--- src/hw/rtl/sac4_pkg.sv ---
// shared types and constants for the 4-way set-associative cache
// no dependencies; used by set_assoc_cache_4way
`default_nettype none

package sac4_pkg;

   localparam int WORD_W = 32;
   localparam int AGE_W  = 2;

   localparam logic [AGE_W-1:0] AGE_TOP = 2'd3;

   // access kinds carried on req_tuser
   localparam logic OP_READ  = 1'b0;
   localparam logic OP_WRITE = 1'b1;

   typedef enum logic [1:0] {
      ST_CLEAR,
      ST_IDLE,
      ST_LOOKUP
   } state_type;

   typedef logic [WORD_W-1:0] word_type;

endpackage

`default_nettype wire

--- src/hw/rtl/set_assoc_cache_4way.sv ---
// top level of the set-associative write-through cache
// depends on sac4_pkg and sac4_ram
`default_nettype none

// An access is taken in ST_IDLE, where the set's row is read from the row
// ram; in ST_LOOKUP the hit check, victim choice, age update and write-back
// of the whole row happen, which also loads the result register. The next
// item is taken in the cycle after write-back, and no new item is taken
// before the last one is through; a result not taken holds the access in
// ST_LOOKUP. After reset the block clears the row ram one row at a time
// (valid bits and ages to zero) and accepts no item during that time.
// SET_COUNT must be a power of two; address bits [1:0] are ignored, the
// next log2(SET_COUNT) bits pick the set and the rest form the tag. Each
// row holds, per way, a valid bit, a 2-bit age, the tag and one data word.
// Hit and miss counts cover reads only.

module set_assoc_cache_4way #(
   parameter int SET_COUNT = 16,
   parameter int WAY_COUNT = 4
) (
   input  wire logic         clock,
   input  wire logic         reset,
   input  wire logic         req_tvalid,
   output logic              req_tready,
   // address [31:0], write_word [63:32], memory_word [95:64]
   input  wire logic [95:0]  req_tdata,
   // opcode [0]
   input  wire logic [0:0]   req_tuser,
   output logic              rsp_tvalid,
   input  wire logic         rsp_tready,
   // read_word [31:0], hits_so_far [63:32], misses_so_far [95:64]
   output logic      [95:0]  rsp_tdata,
   // was_hit [0], memory_write [1]
   output logic      [1:0]   rsp_tuser
);

   import sac4_pkg::*;

   localparam int SET_W  = $clog2(SET_COUNT);
   localparam int WAY_W  = $clog2(WAY_COUNT);
   localparam int TAG_W  = WORD_W - 2 - SET_W;
   localparam int WAYB   = 1 + AGE_W + TAG_W + WORD_W;
   localparam int ROW_W  = WAY_COUNT * WAYB;
   localparam int AGE_LO = 1;
   localparam int TAG_LO = 1 + AGE_W;
   localparam int DAT_LO = 1 + AGE_W + TAG_W;

   localparam logic [SET_W-1:0] SET_LAST = SET_W'(SET_COUNT - 1);

   state_type state_ff, state_in;
   logic [SET_W-1:0] clr_ff, clr_in;

   // captured item
   logic             op_ff;
   logic [TAG_W-1:0] tag_ff;
   logic [SET_W-1:0] set_ff;
   word_type         wword_ff;
   word_type         mword_ff;

   logic     rsp_valid_ff, rsp_valid_in;
   word_type rd_word_ff;
   logic     hit_out_ff;
   logic     mwr_ff;
   word_type hit_cnt_ff, hit_cnt_in;
   word_type miss_cnt_ff, miss_cnt_in;

   logic             accept;
   logic             finish;
   logic             ram_we;
   logic [SET_W-1:0] ram_waddr;
   logic [ROW_W-1:0] ram_wdata;
   logic [ROW_W-1:0] row_rd;
   logic [ROW_W-1:0] row_new;

   logic             vld   [WAY_COUNT];
   logic [AGE_W-1:0] age   [WAY_COUNT];
   logic [TAG_W-1:0] tagv  [WAY_COUNT];
   word_type         dat   [WAY_COUNT];
   logic             hit;
   logic [WAY_W-1:0] hway;
   logic [WAY_W-1:0] vway;
   logic [WAY_W-1:0] way;
   word_type         rd_word;

   assign accept = req_tvalid && req_tready;

   sac4_ram #(
      .WIDTH (ROW_W),
      .DEPTH (SET_COUNT)
   ) u_rows (
      .clock   (clock),
      .wr_en   (ram_we),
      .wr_addr (ram_waddr),
      .wr_data (ram_wdata),
      .rd_en   (accept),
      .rd_addr (req_tdata[2 +: SET_W]),
      .rd_data (row_rd)
   );

   // unpack the row, find the hit, pick the victim, build the new row
   always_comb begin
      for (int w = 0; w < WAY_COUNT; w++) begin
         vld[w]  = row_rd[w*WAYB];
         age[w]  = row_rd[w*WAYB + AGE_LO +: AGE_W];
         tagv[w] = row_rd[w*WAYB + TAG_LO +: TAG_W];
         dat[w]  = row_rd[w*WAYB + DAT_LO +: WORD_W];
      end

      // scan downward so the lowest matching way wins
      hit  = 1'b0;
      hway = '0;
      for (int w = WAY_COUNT - 1; w >= 0; w--) begin
         if (vld[w] && tagv[w] == tag_ff) begin
            hit  = 1'b1;
            hway = WAY_W'(w);
         end
      end

      // lowest age, ties to the highest way
      vway = '0;
      for (int w = 1; w < WAY_COUNT; w++) begin
         if (age[w] <= age[vway]) begin
            vway = WAY_W'(w);
         end
      end

      way = hit ? hway : vway;

      row_new = row_rd;
      for (int w = 0; w < WAY_COUNT; w++) begin
         if (WAY_W'(w) == way) begin
            row_new[w*WAYB]                   = 1'b1;
            row_new[w*WAYB + AGE_LO +: AGE_W] = AGE_TOP;
            row_new[w*WAYB + TAG_LO +: TAG_W] = tag_ff;
            if (op_ff == OP_WRITE) begin
               row_new[w*WAYB + DAT_LO +: WORD_W] = wword_ff;
            end else if (!hit) begin
               row_new[w*WAYB + DAT_LO +: WORD_W] = mword_ff;
            end
         end else if (age[w] != '0) begin
            row_new[w*WAYB + AGE_LO +: AGE_W] = age[w] - AGE_W'(1);
         end
      end

      if (op_ff == OP_WRITE) begin
         rd_word = '0;
      end else if (hit) begin
         rd_word = dat[hway];
      end else begin
         rd_word = mword_ff;
      end
   end

   always_comb begin
      state_in     = state_ff;
      clr_in       = clr_ff;
      req_tready   = 1'b0;
      finish       = 1'b0;
      ram_we       = 1'b0;
      ram_waddr    = set_ff;
      ram_wdata    = row_new;
      rsp_valid_in = rsp_valid_ff && !rsp_tready;
      hit_cnt_in   = hit_cnt_ff;
      miss_cnt_in  = miss_cnt_ff;

      case (state_ff)
         ST_CLEAR: begin
            ram_we    = 1'b1;
            ram_waddr = clr_ff;
            ram_wdata = '0;
            clr_in    = clr_ff + SET_W'(1);
            if (clr_ff == SET_LAST) begin
               state_in = ST_IDLE;
            end
         end
         ST_IDLE: begin
            req_tready = 1'b1;
            if (req_tvalid) begin
               state_in = ST_LOOKUP;
            end
         end
         ST_LOOKUP: begin
            // wait here while the previous result is still unclaimed
            if (!rsp_valid_ff || rsp_tready) begin
               finish       = 1'b1;
               ram_we       = 1'b1;
               rsp_valid_in = 1'b1;
               state_in     = ST_IDLE;
               if (op_ff == OP_READ) begin
                  if (hit) begin
                     hit_cnt_in = hit_cnt_ff + word_type'(1);
                  end else begin
                     miss_cnt_in = miss_cnt_ff + word_type'(1);
                  end
               end
            end
         end
         default: begin
            state_in = ST_CLEAR;
            clr_in   = '0;
         end
      endcase
   end

   always_ff @(posedge clock) begin
      if (reset) begin
         state_ff     <= ST_CLEAR;
         clr_ff       <= '0;
         rsp_valid_ff <= 1'b0;
         hit_cnt_ff   <= '0;
         miss_cnt_ff  <= '0;
      end else begin
         state_ff     <= state_in;
         clr_ff       <= clr_in;
         rsp_valid_ff <= rsp_valid_in;
         hit_cnt_ff   <= hit_cnt_in;
         miss_cnt_ff  <= miss_cnt_in;
      end
   end

   always_ff @(posedge clock) begin
      if (accept) begin
         op_ff    <= req_tuser[0];
         set_ff   <= req_tdata[2 +: SET_W];
         tag_ff   <= req_tdata[WORD_W-1 -: TAG_W];
         wword_ff <= req_tdata[WORD_W +: WORD_W];
         mword_ff <= req_tdata[2*WORD_W +: WORD_W];
      end
      if (finish) begin
         rd_word_ff <= rd_word;
         hit_out_ff <= hit;
         mwr_ff     <= (op_ff == OP_WRITE);
      end
   end

   assign rsp_tvalid = rsp_valid_ff;
   assign rsp_tdata  = {miss_cnt_ff, hit_cnt_ff, rd_word_ff};
   assign rsp_tuser  = {mwr_ff, hit_out_ff};

endmodule

`default_nettype wire

--- src/hw/rtl/sac4_ram.sv ---
// generic single-clock ram, one write port and one read port
// read data is registered; no dependencies
`default_nettype none

module sac4_ram #(
   parameter int WIDTH = 32,
   parameter int DEPTH = 16
) (
   input  wire logic                     clock,
   input  wire logic                     wr_en,
   input  wire logic [$clog2(DEPTH)-1:0] wr_addr,
   input  wire logic [WIDTH-1:0]         wr_data,
   input  wire logic                     rd_en,
   input  wire logic [$clog2(DEPTH)-1:0] rd_addr,
   output logic      [WIDTH-1:0]         rd_data
);

   logic [WIDTH-1:0] mem_ff [DEPTH];
   logic [WIDTH-1:0] rd_data_ff;

   always_ff @(posedge clock) begin
      if (wr_en) begin
         mem_ff[wr_addr] <= wr_data;
      end
      if (rd_en) begin
         rd_data_ff <= mem_ff[rd_addr];
      end
   end

   assign rd_data = rd_data_ff;

endmodule

`default_nettype wire

--- config.mk ---
export PLATFORM = sky130hd
export DESIGN_NAME = set_assoc_cache_4way
export DESIGN_NICKNAME = d
export VERILOG_FILES = /design/src/hw/rtl/sac4_pkg.sv /design/src/hw/rtl/set_assoc_cache_4way.sv /design/src/hw/rtl/sac4_ram.sv
export SDC_FILE = /design/constraint.sdc
export NUM_CORES = 2
export LEC_CHECK = 0
export BUFFER_PORTS_ARGS = -buffer_cell sky130_fd_sc_hd__buf_2
export CAP_MARGIN = 20
export CELL_PAD_IN_SITES_DETAIL_PLACEMENT = 1
export CELL_PAD_IN_SITES_GLOBAL_PLACEMENT = 1
export CORE_MARGIN = 1.5
export CORE_UTILIZATION = 45
export DETAILED_ROUTE_END_ITERATION = 6
export GPL_TIMING_DRIVEN = 0
export PLACE_DENSITY_LB_ADDON = 0.08
export SLEW_MARGIN = 30
export SYNTH_ARGS = -nofsm -noshare
export SYNTH_HDL_FRONTEND = slang
export SYNTH_HIERARCHICAL = 1
export SYNTH_SLANG_ARGS = --single-unit
--- constraint.sdc ---
create_clock -name clock -period 68.1 [get_ports clock]
set_clock_uncertainty 0.05 [all_clocks]
set_input_delay 13.62 -clock clock [delete_from_list [all_inputs] [get_ports clock]]
set_output_delay 13.62 -clock clock [all_outputs]
set_load 0.01 [all_outputs]
# Yosys cells after proc, flatten, opt, wreduce, memory -nomap -nowiden
# Memories as Yosys holds them, arrays and structs flattened. A register that Yosys moved wholly into a read port is not among the register bits.
# Index checks and enable logic that the tools add are counted.
[totals]
regBits = 200
ramBits = 3904
output_inout_bits = 100
elab_cells = 125
n_memories = 1
[op_classes]
add_sub_neg = 7
magnitude_cmp = 6
eq_ne = 13
muxes = 61
n_bitwise = 5
n_reduce_logical = 19
[memory_table]
columns = ["name", "depth", "width", "rd", "rd_ports_with_merged_regs", "wr", "line", "rtl"]
rows = [
  ["u_rows.mem_ff", 16, 244, 1, 1, 1, "sac4_ram.sv:18", "logic [WIDTH-1:0] mem_ff [DEPTH];"],
]
[op_table]
columns = ["cell", "count"]
rows = [
  ["32-bit two-way mux", 11],
  ["244-bit two-way mux", 1],
  ["58-bit two-way mux", 4],
  ["26-bit == test", 4],
  ["32-bit by 1-bit adder with 32-bit output, second input constant", 2],
  ["32-bit binary-select mux with 2-bit select", 1],
  ["2-bit two-way mux", 22],
  ["1-bit two-way mux", 16],
  ["3-bit greater-or-equal comparator, second input constant", 3],
  ["2-bit inverter with 3-bit output", 3],
  ["2-bit binary-select mux with 2-bit select", 2],
  ["4-bit case mux with 2 select lines", 1],
  ["4-bit AND reduction", 2],
  ["2-bit nonzero test", 4],
  ["2-bit by 1-bit subtractor with 2-bit output, second input constant", 4],
  ["2-bit less-or-equal comparator", 3],
  ["1-bit logical AND", 6],
  ["2-bit inequality test, second input constant", 3],
  ["2-bit case mux with 3 select lines", 1],
  ["4-bit by 1-bit adder with 4-bit output, second input constant", 1],
  ["2-bit == test, first input constant", 2],
  ["4-bit == test, second input constant", 1],
  ["2-bit logical NOT", 2],
  ["4-bit two-way mux", 1],
  ["other kinds (9)", 11],
]

# Depth between registers and ports, before layout
[logic_depth]
word_depth = 18
depth_mapped = 22
ltp_nobuf = 20

# Modules after synthesis
# Netlist, hierarchy kept.
[modules_own_cells]
columns = ["module", "instances", "cells_each", "area_each_um2", "seq_area_each_um2"]
rows = [
  ["sac4_ram", 1, 6356, 153781.2, 124559.5],
  ["set_assoc_cache_4way", 1, 1846, 15334.7, 5295.1],
]

# Worst setup path after synthesis
# OpenSTA, ideal clock, no wires.
[synth_path]
path_type = "input-to-reg"
startpoint = "input port rsp_tready"
endpoint = "memory u_rows/mem_ff[0][0] (netlist name) (enable)"
setup_ns = 1.148
arrival_time_ns = 30.850
required_time_ns = 66.902
path_slack_ns = 36.052
cell_stages = 5
path_buffers = 0
path_cell_list = "nor2b_1 -> nand2b_1 -> nand2_1 -> or3b_2 -> nor3_1"
[synth_via]
elab_chain_cells = 5
[synth_lines]
columns = ["item", "line", "rtl"]
rows = [
  ["start: declaration", "set_assoc_cache_4way.sv:30", "input wire logic rsp_tready,"],
  ["1-bit logical OR", "set_assoc_cache_4way.sv:184", "if (!rsp_valid_ff || rsp_tready) begin"],
  ["1-bit two-way mux", "set_assoc_cache_4way.sv:184", ""],
  ["1-bit case mux with 2 select lines", "set_assoc_cache_4way.sv:166", "case (state_ff)"],
  ["net ram_we", "set_assoc_cache_4way.sv:69", "logic ram_we;"],
  ["1-bit two-way mux", "sac4_ram.sv:22", "if (wr_en) begin"],
  ["1-bit two-way mux (implied by the code)", "sac4_ram.sv:23", "mem_ff[wr_addr] <= wr_data;"],
  ["end: declaration", "sac4_ram.sv:18", ""],
]
# The timed path passes the listed nets, and every way through them passes these cells.

# Final worst setup path
[layout_path]
startpoint = "input port rsp_tready"
endpoint = "memory u_rows/mem_ff[4][193] (netlist name) (enable)"
# Same word-level chain as after synthesis.

==> impl_metrics.json <==
{
  "grt_max_degree": 49,
  "syn_inst": 8202,
  "final-setup-viol-count": 0,
  "finalCriticalPeriod_ns": 17.28,
  "cp-end-kind": "flip-flop",
  "via_per_inst": 6.44,
  "ys_ff_latch": 4348,
  "crit_required_ns": 68.76,
  "grt.total_usage_pct": 31.9,
  "ir_drop_mv": 0.0238,
  "die_w_um": 616,
  "cp-start-kind": "input pin",
  "slowest_delay_ns": 0.61,
  "hold_path.class": "flip-flop to flip-flop",
  "setup_slack_ns": 50.82,
  "path_clk_slew_ns": 0.06,
  "p_int_mw": 4.86,
  "synthFlopType": "edfxtp_1",
  "layout_common_cells": "edfxtp_1 (4277), mux4_2 (915), clkbuf_16 (457), nand2_1 (429), a22oi_1 (428)",
  "final_cells": 14900,
  "worstPathMaxFanout": 7,
  "clockPowerShare_pct": 38.9,
  "drv_slew": 0,
  "avgSynthCellArea_um2": 20.6,
  "io-pin-count": 201,
  "clock_path_buffers": 4,
  "grt-ovfl-total": 0,
  "postSynthNetCount": 8316,
  "cp_slowest_cell": "nor3_2",
  "drt_wl_total_um": 609000,
  "post_cts_resized": 0,
  "synthesis.area_um2": 169000,
  "final_common_cell": "edfxtp_1",
  "cp_cell_sequence": "buf_2, nor2b_1, nand2b_1, nand2_1, nand3b_1, nor3_2, buf_6, buf_4, buf_4, buf_6, buf_4, buf_4, buf_6, buf_4, buf_4, buf_4, buf_4, buf_4, buf_4",
  "pwr-share-seq_pct": 50.1,
  "grtUsageMet1_pct": 43.9,
  "max_cap_violations": 0,
  "power-per-cell-area_nw_per_um2": 31.7,
  "htree_levels": 5,
  "dpl.hpwl_um": 433000,
  "switchingPower_mw": 1.58,
  "cpMostUsedCell": "buf_4",
  "port_buffers": 197,
  "swShare_pct": 24.6,
  "arrival_ns": 17.93,
  "drt.antenna.violating_nets": 0,
  "fmax_mhz": 57.9,
  "hold_viol_final": 0,
  "pre_cts_slack_ns": 49.91,
  "finalCritPeriodShare_pct": 25.4,
  "dieArea_um2": 379000,
  "fin_setup_tns_ns": 0,
  "antenna_found_initial": 53,
  "cp.buffers_inverters": 14,
  "tightestPinTransition_ns": 1.10,
  "core_area_um2": 373000,
  "initial_core_util_pct": 45.3,
  "row_count": 224,
  "use_met2_pct": 49.5,
  "vias": 95800,
  "layout.nets": 9549,
  "grt_setup_unrepaired": "no",
  "relSlewSlack_pct": 26.7,
  "use_met3_pct": 5.83,
  "cts_root_buf": "clkbuf_16",
  "post-place-cells": 13900,
  "yosysUniqueCellTypes": 63,
  "drtIter0Drc": 12800,
  "die-height_um": 616,
  "cts_setup_buffers": 0,
  "grt_pass1_wl_um": 824000,
  "area_growth_pct": 20.4,
  "worstSkewPairLatency_ns": 1.05,
  "p_leak_nw": 68.2,
  "status": "finished, final reports clean",
  "yosysSeqAreaShare_pct": 76.8,
  "synth_edf_count": 4277,
  "combPwrFrac_pct": 11.0,
  "drive_above_1_share_pct": 31.7,
  "drc": 0,
  "avgRoutedWirePerCell_um": 40.9,
  "first_global_vias": 95600,
  "ys_async_sr_fraction_pct": 0,
  "firstDrtPassIters": 6,
  "cts_tree": "done",
  "crit_family": "buffers and inverters",
  "crit_type": "input pin to flip-flop",
  "place.gp.congestion": 0.903,
  "clock-sinks": 4348,
  "grt_most_used_layer": "met2",
  "numCtsBuffers": 454,
  "cts_hold_buffers": 0,
  "ys_warn_count": 6,
  "num-fill-cells": 32300
}
==> cell usage after synthesis, types with 3 or more instances <==
master / count / share of area (%)
edfxtp_1: 4277 / 76
mux4_2: 915 / 12
a22oi_1: 449 / 2.0
nand2_1: 429 / 0.95
clkbuf_1: 274 / 0.61
nor2_1: 154 / 0.34
mux2_2: 136 / 0.91
nor2b_1: 132 / 0.49
buf_2: 128 / 0.38
mux2i_1: 120 / 0.71
o221ai_1: 103 / 0.53
a21oi_1: 93 / 0.28
buf_4: 91 / 0.40
inv_1: 81 / 0.18
o21ai_0: 74 / 0.22
dfxtp_1: 71 / 0.84
xnor2_1: 70 / 0.36
o2bb2ai_1: 64 / 0.33
nand3_1: 61 / 0.18
nand4_1: 57 / 0.21
o31ai_1: 55 / 0.24
xor2_1: 37 / 0.19
a221o_1: 32 / 0.19
o2111ai_1: 32 / 0.17
or4_1: 32 / 0.14
nand2b_1: 30 / 0.11
a221oi_1: 23 / 0.12
nor3_1: 22 / 0.065
or3_1: 22 / 0.081
nor4_1: 17 / 0.063
and3_1: 15 / 0.055
buf_1: 15 / 0.033
ha_1: 13 / 0.096
o22a_1: 10 / 0.052
and2_1: 9 / 0.033
buf_6: 9 / 0.060
and4_1: 8 / 0.041
or2_2: 5 / 0.018
nor4b_1: 4 / 0.021
o21ai_1: 4 / 0.012
a31oi_1: 3 / 0.011
==> state kept, by name, summed over array words and instances, names as in the netlist <==
name / flops
mwr_ff: 1
hit_out_ff: 1
state_ff: 2
rsp_tvalid: 1
mword_ff: 32
set_ff: 4
u_rows/mem_ff: 3904
op_ff: 1
rd_word_ff: 32
clr_ff: 4
hit_cnt_ff: 32
u_rows/rd_data: 244
miss_cnt_ff: 32
wword_ff: 32
tag_ff: 26
==> area by class of cell <==
type | instances | area [um2] | share of cell area [%]
Inverter | 81 | 307 | 0.151
Buffer | 518 | 2630 | 1.29
Sequential cell | 4348 | 130000 | 63.8
Clock buffer | 532 | 11700 | 5.76
Timing Repair Buffer | 777 | 11200 | 5.49
Antenna cell | 83 | 208 | 0.102
Multi-Input combinational cell | 3255 | 38400 | 18.8
Tap cell | 4972 | 6220 | 3.05
Clock inverter | 303 | 3170 | 1.55
==> power groups by stage <==
stage	clock [mW]	sequential [mW]	combinational (mW)
after global routing	2.62	3.24	0.728
after detailed placement	0	3.28	0.698
after floorplan	0	3.36	0.306
after global placement	0	3.54	0.546
after CTS	2.54	3.23	0.701
final	2.51	3.23	0.710
==> metrics by stage <==
step / util, % / hold WS (ns) / total power [mW] / area [um2]
after floorplan: - / 0.431 / 3.67 / 169000
after global placement: 47.3 / 0.407 / 4.09 / 176000
after detailed placement: 50.4 / 0.430 / 3.98 / 188000
after CTS: 54.4 / 0.439 / 6.47 / 203000
after global routing: 54.6 / 0.463 / 6.60 / 204000
final: 54.6 / 0.442 / 6.45 / 204000
==> path summary, 6_finish.rpt <==
check,from,to,slack [ns],cells past startpoint
worst max register to register,u_rows/rd_data[2],u_rows/mem_ff[6][51],60.99,19
worst min register to register,miss_cnt_ff[31],miss_cnt_ff[31],0.44,2
worst min-delay path,miss_cnt_ff[31],miss_cnt_ff[31],0.44,2
worst max-delay path,rsp_tready,u_rows/mem_ff[4][193],50.82,19
==> cell families (layout without fill, tap and decap cells) <==
logic type / Yosys count / in the layout / share of synthesized area [%]
flops: 4348 / 4348 / 76.8
mux: 1171 / 1171 / 13.8
simple gates: 1010 / 1010 / 2.88
compound gates: 954 / 954 / 4.21
buf+inv: 599 / 2211 / 1.67
xor+xnor: 107 / 107 / 0.554
fa+ha+maj: 13 / 13 / 0.0962
other cells: 0 / 83 / 0
==> worst register-to-register path, stage by stage (launching register included) <==
cell and delay (ns):
edfxtp_1 0.70, inv_1 0.10, ha_1 0.32, a21oi_1 0.07, a21oi_1 0.46, nand2_1 0.12, o21ai_0 0.17, ha_1 0.22
nor2b_1 0.05, o21ai_1 0.45, a21oi_1 0.17, ha_1 0.33, a21oi_1 0.08, a21oi_1 0.49, nand2b_1 0.26, or3_1 0.36
clkbuf_1 0.21, nor2_1 0.51, clkbuf_1 0.85, o221ai_2 0.65
==> layer usage <==
metal	vias to the layer above	wire length, um
met3	1023	55500
met4	2	33900
met5	-	17
li1	36900	-
met2	5297	282000
met1	52600	237000
(Power assumes the default switching activity.)
